### src/design/assert_macros.svh
// ----------------------------------------------------------------------------
// assert_macros.svh
// Concurrent assertion macros for the field line parser.
// ----------------------------------------------------------------------------
`ifndef ASSERT_MACROS_SVH
`define ASSERT_MACROS_SVH

// Same-cycle implication, checked outside reset.
`define ASSERT_IMPLIES(label, clk, rst, ante, cons) \
   label: assert property (@(posedge clk) disable iff (rst) (ante) |-> (cons)) \
      else $error("assertion failed: same-cycle implication");

// Next-cycle implication, checked outside reset.
`define ASSERT_NEXT(label, clk, rst, ante, cons) \
   label: assert property (@(posedge clk) disable iff (rst) (ante) |=> (cons)) \
      else $error("assertion failed: next-cycle implication");

`endif

### src/design/lfp_pkg.sv
// ----------------------------------------------------------------------------
// lfp_pkg
// Types and constants of the literal field line parser.
// ----------------------------------------------------------------------------
package lfp_pkg;

   // Parser phase
   typedef enum logic [2:0] {
      PH_FIRST     = 3'd0,
      PH_NAME_INT  = 3'd1,
      PH_NAME_STR  = 3'd2,
      PH_VALUE_HDR = 3'd3,
      PH_VALUE_INT = 3'd4,
      PH_VALUE_STR = 3'd5,
      PH_ERROR     = 3'd6
   } phase_type;

   // Byte kind codes
   localparam logic [1:0] KIND_HEADER = 2'd0;
   localparam logic [1:0] KIND_NAME   = 2'd1;
   localparam logic [1:0] KIND_VALUE  = 2'd2;

   // Status codes
   localparam logic [1:0] STATUS_OK      = 2'd0;
   localparam logic [1:0] STATUS_INT     = 2'd1;
   localparam logic [1:0] STATUS_BUFFER  = 2'd2;
   localparam logic [1:0] STATUS_PATTERN = 2'd3;

   // Configuration register indexes
   localparam int unsigned CSR_INDEX_W = 4;
   localparam logic [CSR_INDEX_W-1:0] CSR_NAME_CAP  = 4'd0;
   localparam logic [CSR_INDEX_W-1:0] CSR_VALUE_CAP = 4'd1;
   localparam logic [15:0] CAP_RESET = 16'd4096;

   // Prefix integer limits
   localparam logic [2:0] FIRST_PATTERN    = 3'b001;
   localparam logic [2:0] NAME_PREFIX_MAX  = 3'h7;
   localparam logic [6:0] VALUE_PREFIX_MAX = 7'h7F;
   localparam logic [3:0] CONT_LIMIT       = 4'd10;
   localparam logic [5:0] SHIFT_GUARD      = 6'd56;
   localparam logic [5:0] SHIFT_STEP       = 6'd7;

   typedef struct packed {
      logic [7:0] data_byte;
      logic       line_start;
   } req_word_type;

   typedef struct packed {
      logic [7:0] out_byte;
      logic [1:0] byte_kind;
      logic       huffman_coded;
      logic       no_index;
      logic       line_done;
      logic [1:0] status;
   } rsp_word_type;

   typedef struct packed {
      phase_type   phase;
      logic [63:0] acc;
      logic [5:0]  shift;
      logic [3:0]  count;
      logic [61:0] left;
      logic        ni;
      logic        huff;
      logic [1:0]  err;
   } state_type;

   localparam state_type STATE_RESET = '{
      phase: PH_FIRST, acc: 64'd0, shift: 6'd0, count: 4'd0,
      left: 62'd0, ni: 1'b0, huff: 1'b0, err: STATUS_OK
   };

   typedef struct packed {
      logic [15:0] name_cap;
      logic [15:0] value_cap;
   } cfg_type;

endpackage

### src/design/lfp_step.sv
// ----------------------------------------------------------------------------
// lfp_step
// One parse step: next parser state and the result word for one input byte.
// ----------------------------------------------------------------------------
module lfp_step (
   input  lfp_pkg::state_type    state,
   input  lfp_pkg::req_word_type req_word,
   input  lfp_pkg::cfg_type      cfg,
   output lfp_pkg::state_type    state_next,
   output lfp_pkg::rsp_word_type rsp_word
);
   import lfp_pkg::*;

   // Raw strings longer than the capacity are rejected
   function automatic logic len_over(input logic huff, input logic [63:0] len,
                                     input logic [15:0] cap);
      len_over = !huff && (len > {48'd0, cap});
   endfunction

   state_type   cur;
   state_type   nxt;
   logic [7:0]  b;
   logic [1:0]  kind;
   logic        done;
   logic        hf;
   logic [3:0]  cnt_inc;
   logic [63:0] add_val;
   logic [64:0] acc_sum;
   logic        int_err;
   logic [63:0] len;

   always_comb begin
      b = req_word.data_byte;

      // Drop any line in progress and any error on line start
      cur = state;
      if (req_word.line_start) begin
         cur.phase = PH_FIRST;
         cur.err   = STATUS_OK;
      end

      // Prefix integer continuation: count, shift guard, carry, final limit
      cnt_inc = cur.count + 4'd1;
      add_val = {57'd0, b[6:0]} << cur.shift;
      acc_sum = {1'b0, cur.acc} + {1'b0, add_val};
      int_err = (cnt_inc > CONT_LIMIT) || (cur.shift > SHIFT_GUARD) || acc_sum[64]
                || (!b[7] && (acc_sum[63:62] != 2'b00));

      nxt  = cur;
      kind = KIND_HEADER;
      done = 1'b0;
      hf   = 1'b0;
      len  = 64'd0;

      case (cur.phase)
         PH_FIRST: begin
            if (b[7:5] != FIRST_PATTERN) begin
               nxt.ni    = 1'b0;
               nxt.phase = PH_ERROR;
               nxt.err   = STATUS_PATTERN;
            end else begin
               nxt.ni   = b[4];
               nxt.huff = b[3];
               len      = {61'd0, b[2:0]};
               if (b[2:0] != NAME_PREFIX_MAX) begin
                  if (len_over(b[3], len, cfg.name_cap)) begin
                     nxt.phase = PH_ERROR;
                     nxt.err   = STATUS_BUFFER;
                  end else if (b[2:0] == 3'd0) begin
                     nxt.phase = PH_VALUE_HDR;
                  end else begin
                     nxt.left  = len[61:0];
                     nxt.phase = PH_NAME_STR;
                  end
               end else begin
                  nxt.acc   = {61'd0, NAME_PREFIX_MAX};
                  nxt.shift = 6'd0;
                  nxt.count = 4'd0;
                  nxt.phase = PH_NAME_INT;
               end
            end
         end
         PH_NAME_INT: begin
            nxt.count = cnt_inc;
            if (int_err) begin
               nxt.phase = PH_ERROR;
               nxt.err   = STATUS_INT;
            end else begin
               nxt.acc   = acc_sum[63:0];
               nxt.shift = cur.shift + SHIFT_STEP;
               len       = acc_sum[63:0];
               // bit 7 clear ends the integer
               if (!b[7]) begin
                  if (len_over(cur.huff, len, cfg.name_cap)) begin
                     nxt.phase = PH_ERROR;
                     nxt.err   = STATUS_BUFFER;
                  end else if (len == 64'd0) begin
                     nxt.phase = PH_VALUE_HDR;
                  end else begin
                     nxt.left  = len[61:0];
                     nxt.phase = PH_NAME_STR;
                  end
               end
            end
         end
         PH_NAME_STR: begin
            kind     = KIND_NAME;
            hf       = cur.huff;
            nxt.left = cur.left - 62'd1;
            if (nxt.left == 62'd0) begin
               nxt.phase = PH_VALUE_HDR;
            end
         end
         PH_VALUE_HDR: begin
            nxt.huff = b[7];
            len      = {57'd0, b[6:0]};
            if (b[6:0] != VALUE_PREFIX_MAX) begin
               if (len_over(b[7], len, cfg.value_cap)) begin
                  nxt.phase = PH_ERROR;
                  nxt.err   = STATUS_BUFFER;
               end else if (b[6:0] == 7'd0) begin
                  nxt.phase = PH_FIRST;
                  done      = 1'b1;
               end else begin
                  nxt.left  = len[61:0];
                  nxt.phase = PH_VALUE_STR;
               end
            end else begin
               nxt.acc   = {57'd0, VALUE_PREFIX_MAX};
               nxt.shift = 6'd0;
               nxt.count = 4'd0;
               nxt.phase = PH_VALUE_INT;
            end
         end
         PH_VALUE_INT: begin
            nxt.count = cnt_inc;
            if (int_err) begin
               nxt.phase = PH_ERROR;
               nxt.err   = STATUS_INT;
            end else begin
               nxt.acc   = acc_sum[63:0];
               nxt.shift = cur.shift + SHIFT_STEP;
               len       = acc_sum[63:0];
               if (!b[7]) begin
                  if (len_over(cur.huff, len, cfg.value_cap)) begin
                     nxt.phase = PH_ERROR;
                     nxt.err   = STATUS_BUFFER;
                  end else if (len == 64'd0) begin
                     nxt.phase = PH_FIRST;
                     done      = 1'b1;
                  end else begin
                     nxt.left  = len[61:0];
                     nxt.phase = PH_VALUE_STR;
                  end
               end
            end
         end
         PH_VALUE_STR: begin
            kind     = KIND_VALUE;
            hf       = cur.huff;
            nxt.left = cur.left - 62'd1;
            if (nxt.left == 62'd0) begin
               nxt.phase = PH_FIRST;
               done      = 1'b1;
            end
         end
         default: begin
            // error phase: ignore the byte
         end
      endcase

      state_next = nxt;

      // Build the result word
      rsp_word.out_byte      = (kind != KIND_HEADER) ? b : 8'd0;
      rsp_word.byte_kind     = kind;
      rsp_word.huffman_coded = hf;
      rsp_word.no_index      = nxt.ni;
      rsp_word.line_done     = done;
      rsp_word.status        = (nxt.phase == PH_ERROR) ? nxt.err : STATUS_OK;
   end

endmodule

### src/design/lfp_rsp_skid.sv
// ----------------------------------------------------------------------------
// lfp_rsp_skid
// Result register with a skid stage so the input side keeps flowing.
// ----------------------------------------------------------------------------
module lfp_rsp_skid (
   input  logic                  clock,
   input  logic                  reset,
   input  logic                  in_valid,
   output logic                  in_ready,
   input  lfp_pkg::rsp_word_type in_word,
   output logic                  out_valid,
   input  logic                  out_ready,
   output lfp_pkg::rsp_word_type out_word
);
   import lfp_pkg::*;

   logic         main_valid_ff;
   logic         main_valid_in;
   rsp_word_type main_ff;
   rsp_word_type main_in;
   logic         skid_valid_ff;
   logic         skid_valid_in;
   rsp_word_type skid_ff;
   rsp_word_type skid_in;
   logic         push;
   logic         take;

   assign in_ready  = !skid_valid_ff;
   assign out_valid = main_valid_ff;
   assign out_word  = main_ff;
   assign push      = in_valid && in_ready;
   assign take      = main_valid_ff && out_ready;

   // Advance skid into main on take, otherwise park the new word
   always_comb begin
      main_valid_in = main_valid_ff;
      main_in       = main_ff;
      skid_valid_in = skid_valid_ff;
      skid_in       = skid_ff;
      if (take) begin
         if (skid_valid_ff) begin
            main_in       = skid_ff;
            main_valid_in = 1'b1;
            skid_valid_in = 1'b0;
         end else begin
            main_in       = in_word;
            main_valid_in = push;
         end
      end else if (push) begin
         if (!main_valid_ff) begin
            main_in       = in_word;
            main_valid_in = 1'b1;
         end else begin
            skid_in       = in_word;
            skid_valid_in = 1'b1;
         end
      end
   end

   always_ff @(posedge clock) begin
      if (reset) begin
         main_valid_ff <= 1'b0;
         skid_valid_ff <= 1'b0;
      end else begin
         main_valid_ff <= main_valid_in;
         skid_valid_ff <= skid_valid_in;
      end
      main_ff <= main_in;
      skid_ff <= skid_in;
   end

endmodule

### src/design/literal_field_line_parser.sv
// ----------------------------------------------------------------------------
// literal_field_line_parser
// Byte-wide parser for literal-name field lines; tags name and value bytes.
// ----------------------------------------------------------------------------
// Usage:
//   req_* carries one encoded byte per word, with line_start marking the first
//   byte of a field line. rsp_* returns exactly one result word per request
//   word, in order, tagging string bytes as name or value with their flags.
//   csr_* writes the name and value capacities (index 0 and 1); other
//   indexes are accepted and ignored. csr_ready is always high.
// Timing:
//   A request word's result word is registered on accept, into the result
//   register or, while that holds an untaken word, into the skid word. One
//   word per cycle is sustained while the receiver takes words: the parser
//   state, the 64-bit prefix integer add and capacity compare update on accept.
// Stall:
//   A result register plus one skid word part the channels; req_ready drops
//   only while both hold words the receiver has not taken.
// Reset:
//   Synchronous. The parser waits for a first byte, capacities return to
//   4096, and both result words are emptied.
// ----------------------------------------------------------------------------
`include "assert_macros.svh"

module literal_field_line_parser (
   input  logic                                  clock,
   input  logic                                  reset,
   input  logic                                  req_valid,
   output logic                                  req_ready,
   input  lfp_pkg::req_word_type                 req_word,
   output logic                                  rsp_valid,
   input  logic                                  rsp_ready,
   output lfp_pkg::rsp_word_type                 rsp_word,
   input  logic                                  csr_valid,
   output logic                                  csr_ready,
   input  logic [lfp_pkg::CSR_INDEX_W-1:0]       csr_index,
   input  logic [15:0]                           csr_data
);
   import lfp_pkg::*;

   state_type    state_ff;
   state_type    state_in;
   cfg_type      cfg_ff;
   rsp_word_type step_word;
   logic         req_accept;

   assign csr_ready  = 1'b1;
   assign req_accept = req_valid && req_ready;

   // Write capacity registers
   always_ff @(posedge clock) begin
      if (reset) begin
         cfg_ff.name_cap  <= CAP_RESET;
         cfg_ff.value_cap <= CAP_RESET;
      end else if (csr_valid && csr_ready) begin
         case (csr_index)
            CSR_NAME_CAP:  cfg_ff.name_cap  <= csr_data;
            CSR_VALUE_CAP: cfg_ff.value_cap <= csr_data;
            default: begin
            end
         endcase
      end
   end

   lfp_step u_step (
      .state      (state_ff),
      .req_word   (req_word),
      .cfg        (cfg_ff),
      .state_next (state_in),
      .rsp_word   (step_word)
   );

   // Advance parser state on each accepted word
   always_ff @(posedge clock) begin
      if (reset) begin
         state_ff <= STATE_RESET;
      end else if (req_accept) begin
         state_ff <= state_in;
      end
   end

   lfp_rsp_skid u_rsp_skid (
      .clock     (clock),
      .reset     (reset),
      .in_valid  (req_valid),
      .in_ready  (req_ready),
      .in_word   (step_word),
      .out_valid (rsp_valid),
      .out_ready (rsp_ready),
      .out_word  (rsp_word)
   );

   // Checks
   `ASSERT_NEXT(a_accept_gives_rsp, clock, reset, req_accept, rsp_valid)
   `ASSERT_IMPLIES(a_err_matches_phase, clock, reset, 1'b1,
      (state_ff.phase == PH_ERROR) == (state_ff.err != STATUS_OK))
   `ASSERT_IMPLIES(a_string_ok, clock, reset,
      rsp_valid && (rsp_word.byte_kind != KIND_HEADER), rsp_word.status == STATUS_OK)
   `ASSERT_IMPLIES(a_done_not_name, clock, reset,
      rsp_valid && rsp_word.line_done, rsp_word.byte_kind != KIND_NAME)

endmodule
### config.mk
export PLATFORM = sky130hd
export DESIGN_NAME = literal_field_line_parser
export DESIGN_NICKNAME = d
export VERILOG_FILES = /design/src/design/lfp_pkg.sv /design/src/design/lfp_step.sv /design/src/design/lfp_rsp_skid.sv /design/src/design/literal_field_line_parser.sv
export VERILOG_INCLUDE_DIRS = /design/src /design/src/design
export SDC_FILE = /design/constraint.sdc
export NUM_CORES = 1
export LEC_CHECK = 0
export ABC_AREA = 1
export ABC_CLOCK_PERIOD_IN_PS = 14450
export BUFFER_PORTS_ARGS = -buffer_cell sky130_fd_sc_hd__buf_4
export CELL_PAD_IN_SITES_DETAIL_PLACEMENT = 2
export CELL_PAD_IN_SITES_GLOBAL_PLACEMENT = 2
export CORE_MARGIN = 8
export CORE_UTILIZATION = 37
export CTS_CLUSTER_SIZE = 25
export DETAILED_ROUTE_END_ITERATION = 8
export HOLD_SLACK_MARGIN = 0.08
export PLACE_DENSITY = 0.9
export SLEW_MARGIN = 25
export SYNTH_ARGS = -nofsm -noshare
export SYNTH_HDL_FRONTEND = slang
export SYNTH_SLANG_ARGS = --single-unit
### constraint.sdc
create_clock -name clock -period 14.45 [get_ports clock]
set_input_delay 0.7225 -clock clock [delete_from_list [all_inputs] [get_ports clock]]
set_output_delay 0.7225 -clock clock [all_outputs]
set_load 0.1 [all_outputs]
==> qor.txt, run 1 <==
Status = finished, final reports clean
Total gr overflow = 0
Antenna violations before repair = 4
Num CTS Buffers = 27
Routability cong. = 0.990
Slew @ Worst Pin = 1.01 ns
Slowest-stage cell, CP = buf_4
Fin crit share = 58.0%
VDD IR max = 0.0909 mV
Hold path startpoint = csr_data[12]
Tmin final = 8.38 ns
Largest area contributor in the netlist = nand2_1
Bufs and invs on worst path = 4
Final nets = 3544
Final wirelength = 116 mm
Pre-antenna DRT Iters = 5
Pwr Total = 2.26 mW
Total die area = 59700 um2
Register Area = 4440 um2
Worst flop-to-flop path endpoint = state_ff[94]
Die Ht = 244 um
Vias per cell = 6.01
Setup crit start kind = register
Seq/Total Area, Yosys = 23.1%
Pwr dens = 107 nW/um2
Max Clk Rate = 119 MHz
Largest net degree at the start of global routing = 97
M1 GR Usage = 40.9%
Share of the synthesized area in the top cell type = 20.8%
Largest cells by area after synthesis = nand2_1, dfxtp_1, inv_1
Unique cell type count in the Yosys netlist = 55
Setup Skew = 0.0322 ns
Placed cells = 4048
Syn Area/Cell = 5.68 um2
Synth Register Bits = 207
DRC Markers = 0
Area post-placement = 20200 um2
Synth warn = 0
Area of the mapped netlist = 19300 um2
N_diodes = 0
Detailed placer's ending HPWL = 82.0 mm
CP cell instances = o21ai_0, o21ai_0, nand2_1, nor2_1, o21ai_0, nor2_1, ha_1, nand2_1, inv_1, a21oi_1, inv_1, nand2_1, nand3_1, nor2_1, nand3_1, a211oi_1, o21ai_2, nand2_1, nand2_1, clkinv_2, buf_4, nor2_1, a211oi_1
Most frequent cell on the critical path = nand2_1
CTS tree = done
Slew HR = 32.7%
Gr usage total = 37.5%
Final setup violation count = 0
Die width = 244 um
Flop-to-flop setup slack = 6.07 ns
CORE AREA = 51400 um2
Worst endpoint required time = 14.90 ns
Unrepaired setup endpoints after global routing = no
Hold Violations, Final = 0
Lkg Pwr = 11.1 nW
Share of cells above drive strength 1 = 5.09%
Routed length per instance = 28.4 um
Filler cell count in the final layout = 6614
Clock tree buffer depth = 3
Cell Count, Final, Fillers Out = 4098
Area of the multi-input gates = 12300 um2
M2 GR Usage = 63.8%
Via Count = 24600
Clk_lat worst skew = 0.62 ns
Total negative slack = 0 ns
Final ANT Viol Nets = 0
Max Slew Vio Count = 0
Cell count after synthesis = 3393
Cell type group with the largest total delay on the critical path = compound AO/OA/AOI/OAI gates
Post-CTS Setup Inserts = 0
Synth-to-layout area growth = 9.46%
Num Clock Sinks = 207
Cell area after layout = 21100 um2
Initial core utilization = 37.5%
Hold buffers post-CTS = 0
Busiest metal layer after global routing = met2
Post-CTS sizing = 0
CTS Root Cell = clkbuf_16
Initial drt markers = 1904
Crit path max fanout = 75
Syn Nets = 3540
First-pass GRT wire length = 174 mm
Post-route core utilization = 41.0%
Critical path type = reg -> reg
Max Cap Viol = 0
Hold Crit Depth = 3
CP peak stage delay = 0.77 ns
Hold path endpoint = cfg_ff[28]
Site Rows = 83
Vias in the first global route = 27300
# H-tree levels = 1
Routing usage on met3 = 6.76%
WP data arrival = 8.83 ns
Worst-path clk slew = 0.08 ns
Num ports = 52
Port Buffers = 50
Crit end category = register
Reg2reg path depth = 23
Reg2reg start = state_ff[70]
Worst hold path type = in -> reg
worst reg2reg max path: stages, from the launching register on:
cell and delay [ns]:
dfxtp_1 0.71, o21ai_0 0.35, o21ai_0 0.61, nand2_1 0.17, nor2_1 0.19, o21ai_0 0.15, nor2_1 0.45, ha_1 0.40
nand2_1 0.22, inv_1 0.07, a21oi_1 0.29, inv_1 0.08, nand2_1 0.07, nand3_1 0.08, nor2_1 0.37, nand3_1 0.23
a211oi_1 0.72, o21ai_2 0.28, nand2_1 0.20, nand2_1 0.37, clkinv_2 0.67, buf_4 0.79, nor2_1 0.15, a211oi_1 0.58
flip-flops by register name, summed over array words and instances (netlist names):
name                      count
state_ff                    143
cfg_ff                       32
u_rsp_skid.out_word          15
u_rsp_skid.skid_ff           15
u_rsp_skid.out_valid          1
u_rsp_skid.skid_valid_ff      1
kinds of logic (layout without fill, tap and decap cells):
kind of cell	Yosys count	count (layout)	share of synthesized area [%]
buf+inv	676	701	13.5
mux	1	1	0.0519
compound gates	463	463	12.9
simple gates	1856	1856	39.6
flops	207	207	23.1
xor+xnor	76	76	3.45
other cells	1	1	0.0195
fa+ha+maj	113	113	7.37
metal layers:
metal | routed length, um | vias to the layer above
met1 | 43200 | 12200
met4 | 10900 | 8
met5 | 52 | -
met2 | 54100 | 1209
li1 | - | 10700
met3 | 7840 | 552
cell usage in the layout (no fill, tap or decap), types with 4 or more instances in the layout:
| cell type | count |
|---|---|
| a211oi_1 | 19 |
| a21oi_1 | 152 |
| a31oi_1 | 9 |
| and2_1 | 4 |
| and3_1 | 7 |
| buf_4 | 62 |
| clkbuf_16 | 27 |
| clkinv_1 | 7 |
| clkinv_2 | 14 |
| dfxtp_1 | 177 |
| edfxtp_1 | 30 |
| ha_1 | 112 |
| inv_1 | 563 |
| inv_2 | 17 |
| nand2_1 | 1067 |
| nand2_2 | 4 |
| nand3_1 | 135 |
| nand3_2 | 8 |
| nand3b_1 | 16 |
| nand4_1 | 44 |
| nor2_1 | 463 |
| nor2_2 | 19 |
| nor3_1 | 47 |
| nor3_2 | 5 |
| nor4_1 | 23 |
| o21ai_0 | 194 |
| o21ai_1 | 52 |
| o221ai_1 | 6 |
| o22ai_1 | 5 |
| o32ai_1 | 5 |
| or2_2 | 5 |
| xnor2_1 | 6 |
| xor2_1 | 70 |
per-stage QoR:
stage | hold slack, ns | worst slack, ns
final | 0.359 | 6.07
after floorplan | 0.449 | 9.66
after global routing | 0.394 | 5.84
after detailed placement | 0.488 | 6.67
after global placement | 0.477 | 7.22
after CTS | 0.345 | 6.49
synthesized netlist by cell type, drive strengths merged:
library cell / n
nor2: 484
a221o: 2
nand3: 143
or2: 6
o22ai: 5
o221ai: 6
a31oi: 9
nor4b: 2
o211ai: 1
nor3b: 3
nor3: 52
mux2i: 1
nand4: 45
buf: 29
o2bb2ai: 1
a221oi: 1
xor2: 70
a211oi: 19
clkbuf: 58
o2111ai: 3
dfxtp: 177
and2: 4
edfxtp: 30
fa: 1
o32ai: 5
o21bai: 2
nor4: 23
conb: 1
inv: 582
a2111oi: 1
a21o: 2
a21oi: 152
o21ai: 248
and3: 7
o311ai: 2
a311oi: 2
xnor2: 6
nand2: 1071
ha: 112
o31ai: 2
clkinv: 7
nand3b: 16
how the worst max path moves through the flow:
stage,startpoint,end,cells after the start
after floorplan,req_word[1],state_ff[19],33
after global placement,req_word[5],state_ff[29],31
after detailed placement,req_word[5],state_ff[25],31
after CTS,state_ff[70],state_ff[26],27
after global routing,state_ff[70],state_ff[48],30
final,state_ff[70],state_ff[94],23
power breakdown:
| group | leakage [nW] | switching [mW] | internal, mW |
|---|---|---|---|
| Combinational | 8.88 | 0.645 | 0.217 |
| Clock | 0.437 | 0.346 | 0.387 |
| Sequential | 1.74 | 0.0420 | 0.626 |
area by class of cell:
cell class                 count  area share [%]
multi-input combinational   2510            58.1
inverter                     589            10.5
clock inverter                19           0.818
tap                          680            4.03
sequential                   207            21.1
clock buffer                  31            3.32
timing repair buffer          62            2.21
(Power assumes the default switching activity.)
==> run 2: changes to the inputs <==
Settings changed: ABC_CLOCK_PERIOD_IN_PS 14450 to 7850, CORE_UTILIZATION 37 to 34, PLACE_DENSITY 0.9 to 0.84.
Clock period 14.45 ns to 7.85 ns, I/O delays scaled along.
==> qor.txt, run 2 (synthesis results as in run 1) <==
Die width = 254 um
Pwr dens = 196 nW/um2
Reg2reg start = state_ff[70]
Port Buffers = 50
WP data arrival = 7.73 ns
Slowest-stage cell, CP = a211oi_1
Num CTS Buffers = 28
Final ANT Viol Nets = 0
Final wirelength = 98.6 mm
Cell type group with the largest total delay on the critical path = compound AO/OA/AOI/OAI gates
Hold Violations, Final = 0
CTS tree = done
First-pass GRT wire length = 149 mm
Initial core utilization = 34.3%
Area post-placement = 20400 um2
Slew HR = 23.2%
Placement Setup Slack = 0.697 ns
Bufs and invs on worst path = 3
Max Slew Vio Count = 0
Gr usage total = 29.9%
Pre-antenna DRT Iters = 7
Lkg Pwr = 11.2 nW
Fin crit share = 92.0%
Setup slack after layout = 0.629 ns
Beginning of the critical path = state_ff[70]
Most common cell after layout, fill and taps aside = nand2_1
Commonest non-fill, non-tap cells in the layout = nand2_1, inv_1, nor2_1, o21ai_0, dfxtp_1
Tmin final = 7.22 ns
Max reg flops = 143
Clk_lat worst skew = 0.60 ns
Max Cap Viol = 0
Vias in the first global route = 25000
Share of cells above drive strength 1 = 5.22%
VDD IR max = 0.181 mV
Slew @ Worst Pin = 1.14 ns
Total negative slack = 0 ns
Die Ht = 254 um
Most frequent cell on the critical path = nand2_1
CP peak stage delay = 0.65 ns
Filler cell count in the final layout = 7174
Worst endpoint required time = 8.36 ns
Site Rows = 87
Detailed placer's ending HPWL = 80.9 mm
Clock tree buffer depth = 3
Post-route core utilization = 38.2%
Cell area after layout = 21500 um2
Register Area = 4440 um2
DRC Markers = 0
CTS Root Cell = clkbuf_16
Vias per cell = 5.42
Initial drt markers = 1078
Critical path type = reg -> reg
Antenna violations before repair = 0
Final nets = 3554
Synth-to-layout area growth = 11.6%
Via Count = 22700
# H-tree levels = 1
Max Clk Rate = 138 MHz
Worst hold path type = in -> reg
Num ports = 52
CORE AREA = 56300 um2
Setup crit start kind = register
Routability cong. = 0.997
Total die area = 64600 um2
Crit end category = register
Worst-path clk slew = 0.06 ns
Largest Register = state_ff
Post-CTS sizing = 0
Area of the multi-input gates = 12200 um2
Unrepaired setup endpoints after global routing = no
Hold path startpoint = csr_data[3]
Largest net degree at the start of global routing = 85
Crit path max fanout = 65
Final setup violation count = 0
Setup Skew = 0.0195 ns
Status = finished, final reports clean
Num Clock Sinks = 207
Routed length per instance = 23.5 um
Biggest regs = state_ff: 143 flops, cfg_ff: 32 flops
Total gr overflow = 0
[run 2: cell types whose count changed in the layout (fill, tap and decap cells not counted), moves of 2 or more]
cell           previous run  this run
bufinv_16                 2         9
buf_12                    0         2
dlygate4sd3_1             0         2
clkinv_2                 14         5
buf_4                    62        67
clkinv_1                  7        10
[run 2: final cells by class]
class                           count  share of cell area, %
Clock inverter                     21                   1.71
Timing Repair Buffer               71                   2.62
Clock buffer                       31                   3.36
Antenna cell                        1                 0.0116
Multi-Input combinational cell   2510                   56.9
Tap cell                          756                   4.40
Sequential cell                   207                   20.7
Inverter                          589                   10.3
[run 2: metal layers]
metal	part of all wire, %	wire length [um]	global-route usage [%]
met5	0	0	0
met4	7.0	6910	18.5
met3	3.1	3100	2.81
met2	48	47700	53.2
met1	41	40900	34.4
[run 2: where the power goes]
group	internal (mW)	leakage, nW	switching, mW	total (mW)
combinational	0.402	8.93	1.05	1.45
clock	0.963	0.522	0.592	1.55
sequential	1.15	1.74	0.0634	1.22
total	2.52	11.2	1.70	4.22
[run 2: final timing paths]
check / to / slack, ns / cells after the start
max: state_ff[115] / 0.63 / 25
min: cfg_ff[3] / 0.11 / 3
max reg2reg: state_ff[115] / 0.63 / 25
min reg2reg: state_ff[138] / 0.48 / 2
[run 2: worst reg2reg max path, stage by stage, from the launching register on]
cell	delay (ns)
dfxtp_1	0.58
o21ai_0	0.26
o21ai_0	0.33
nor2_1	0.14
o21ai_0	0.62
or2_2	0.25
nor2_1	0.06
ha_1	0.42
nand2_1	0.17
inv_1	0.07
nand2_1	0.09
nand2_1	0.09
nand2_1	0.08
nand2_1	0.06
nand2_1	0.06
nand3_1	0.28
nand2_1	0.31
nand3_1	0.22
a211oi_1	0.65
o21ai_2	0.25
nand2_1	0.20
nand2_1	0.47
clkinv_2	0.41
buf_4	0.61
o21ai_0	0.24
a21oi_1	0.19
[run 2: per-stage QoR]
step                total power [mW]  hold slack, ns  cells
CTS                             4.23          0.0923   4185
global placement                2.57           0.460   4131
detailed placement              2.65           0.471   4131
finish                          4.22           0.113   4186
floorplan                       2.17           0.449   3393
global route                    4.42           0.113   4185
[run 2: what timing repair did]
action                    CTS  global route
buffers inserted            0             0
hold buffers                2             0
hold endpoints to repair    4             0
==> run 3: changes to the inputs <==
Settings changed: CORE_UTILIZATION 34 to 35, CTS_BUF_LIST from default to sky130_fd_sc_hd__clkbuf_8, PLACE_DENSITY 0.84 to 0.86.
==> qor.txt, run 3 (synthesis results as in run 1) <==
Filler cell count in the final layout = 7062
Total gr overflow = 0
Clk_lat worst skew = 0.66 ns
Most common cell after layout, fill and taps aside = nand2_1
Final wirelength = 101 mm
VDD IR max = 0.100 mV
Beginning of the critical path = state_ff[70]
Antenna violations before repair = 3
Pwr Total = 3.96 mW
Slew @ Worst Pin = 1.09 ns
Lkg Pwr = 11.3 nW
Hold Violations, Final = 0
Slowest-stage cell, CP = nand4_4
Share of cells above drive strength 1 = 5.76%
CORE AREA = 54800 um2
Commonest non-fill, non-tap cells in the layout = nand2_1, inv_1, nor2_1, o21ai_0, dfxtp_1
Final nets = 3588
Num Clock Sinks = 207
Gr usage total = 31.1%
Clock tree buffer depth = 3
Critical path type = reg -> reg
Via Count = 23000
Largest Register = state_ff
Port Buffers = 50
Setup slack after layout = 0.503 ns
Die Ht = 251 um
Biggest regs = state_ff: 143 flops, cfg_ff: 32 flops
Routed length per instance = 24.1 um
Crit end category = register
Total die area = 62800 um2
Post-CTS Setup Inserts = 0
First-pass GRT wire length = 152 mm
Largest net degree at the start of global routing = 125
Status = finished, final reports clean
Hold path startpoint = csr_data[6]
Pwr dens = 185 nW/um2
Placement Setup Slack = 0.505 ns
Worst hold path type = in -> reg
Crit path max fanout = 46
Slew HR = 27.4%
Vias per cell = 5.50
Tmin final = 7.35 ns
WP data arrival = 7.82 ns
Die width = 251 um
Max reg flops = 143
Initial drt markers = 1208
Max Slew Vio Count = 0
# H-tree levels = 2
CP peak stage delay = 0.61 ns
Final ANT Viol Nets = 0
Unrepaired setup endpoints after global routing = no
Worst-path clk slew = 0.07 ns
Site Rows = 86
Num ports = 52
CTS tree = done
CTS Root Cell = clkbuf_8
Pre-antenna DRT Iters = 5
Worst endpoint required time = 8.33 ns
Routability cong. = 0.974
Synth-to-layout area growth = 11.2%
Num CTS Buffers = 43
Detailed placer's ending HPWL = 80.3 mm
DRC Markers = 0
Max Clk Rate = 136 MHz
Setup Skew = 0.0514 ns
Total negative slack = 0 ns
Setup crit start kind = register
Fin crit share = 93.6%
Final setup violation count = 0
Max Cap Viol = 0
Vias in the first global route = 25400
Reg2reg start = state_ff[70]
Initial core utilization = 35.2%
## run 3: changes by cell type in the layout (fill, tap and decap cells not counted), moves of 3 or more
cell | before | now
clkbuf_8 | 1 | 59
clkbuf_16 | 28 | 0
clkinv_1 | 10 | 7
inv_1 | 563 | 576
dlygate4sd3_1 | 2 | 18
bufinv_16 | 9 | 0
clkinv_4 | 3 | 0
## run 3: critical path: cells and delay by family (launching register included)
family	cells	cell delay, ns
DFF	1	0.57
buffers and inverters	4	0.70
AOI/OAI and AO/OA	8	1.78
adders and majority gates	2	0.64
and+or+nand+nor	15	3.14
xor gates and xnor gates	1	0.29
## run 3: power breakdown
part / switching (mW) / internal (mW) / total (mW)
logic: 1.09 / 0.407 / 1.49
clock network: 0.587 / 0.667 / 1.25
registers: 0.0652 / 1.15 / 1.22
## run 3: final cells by class
| type | count | area (um2) | share of cell area (%) |
|---|---|---|---|
| diodes | 1 | 2.50 | 0.0117 |
| well taps | 704 | 881 | 4.11 |
| flip-flops and latches | 207 | 4440 | 20.7 |
| clock buffers | 59 | 812 | 3.79 |
| inverters | 589 | 2210 | 10.3 |
| clock inverters | 17 | 86.3 | 0.403 |
| multi-input cells | 2510 | 12300 | 57.1 |
| repair buffers | 90 | 749 | 3.50 |
## run 3: final timing paths
path | depth (start not counted) | endpoint | slack, ns
hold / removal | 3 | cfg_ff[6] | 0.10
hold reg to reg | 2 | cfg_ff[15] | 0.50
setup / recovery | 30 | state_ff[23] | 0.50
setup reg to reg | 30 | state_ff[23] | 0.50
## run 3: stage by stage
| step | instance area, um2 | instances | hold slack [ns] | util (%) |
|---|---|---|---|---|
| 2_1_floorplan | 19300 | 3393 | 0.449 | - |
| 3_3_place_gp | 20300 | 4082 | 0.469 | 37.1 |
| 3_5_place_dp | 20300 | 4082 | 0.481 | 37.1 |
| 4_1_cts | 21400 | 4176 | 0.0871 | 39.1 |
| 5_1_grt | 21400 | 4176 | 0.104 | 39.1 |
| 6_report | 21400 | 4177 | 0.104 | 39.2 |
## run 3: what timing repair did
action,CTS,global route
resized for setup,0,1
hold endpoints to repair,31,0
hold buffers,18,0
setup endpoints to repair,0,2
## run 3: per-layer routing
metal,vias to the layer above,GRT usage (%),part of all wire (%)
met3,279,4.52,4.2
met1,11300,34.9,41
met2,576,54.1,48
li1,10800,-,-
met5,-,0,0.027
met4,4,20.9,7.5
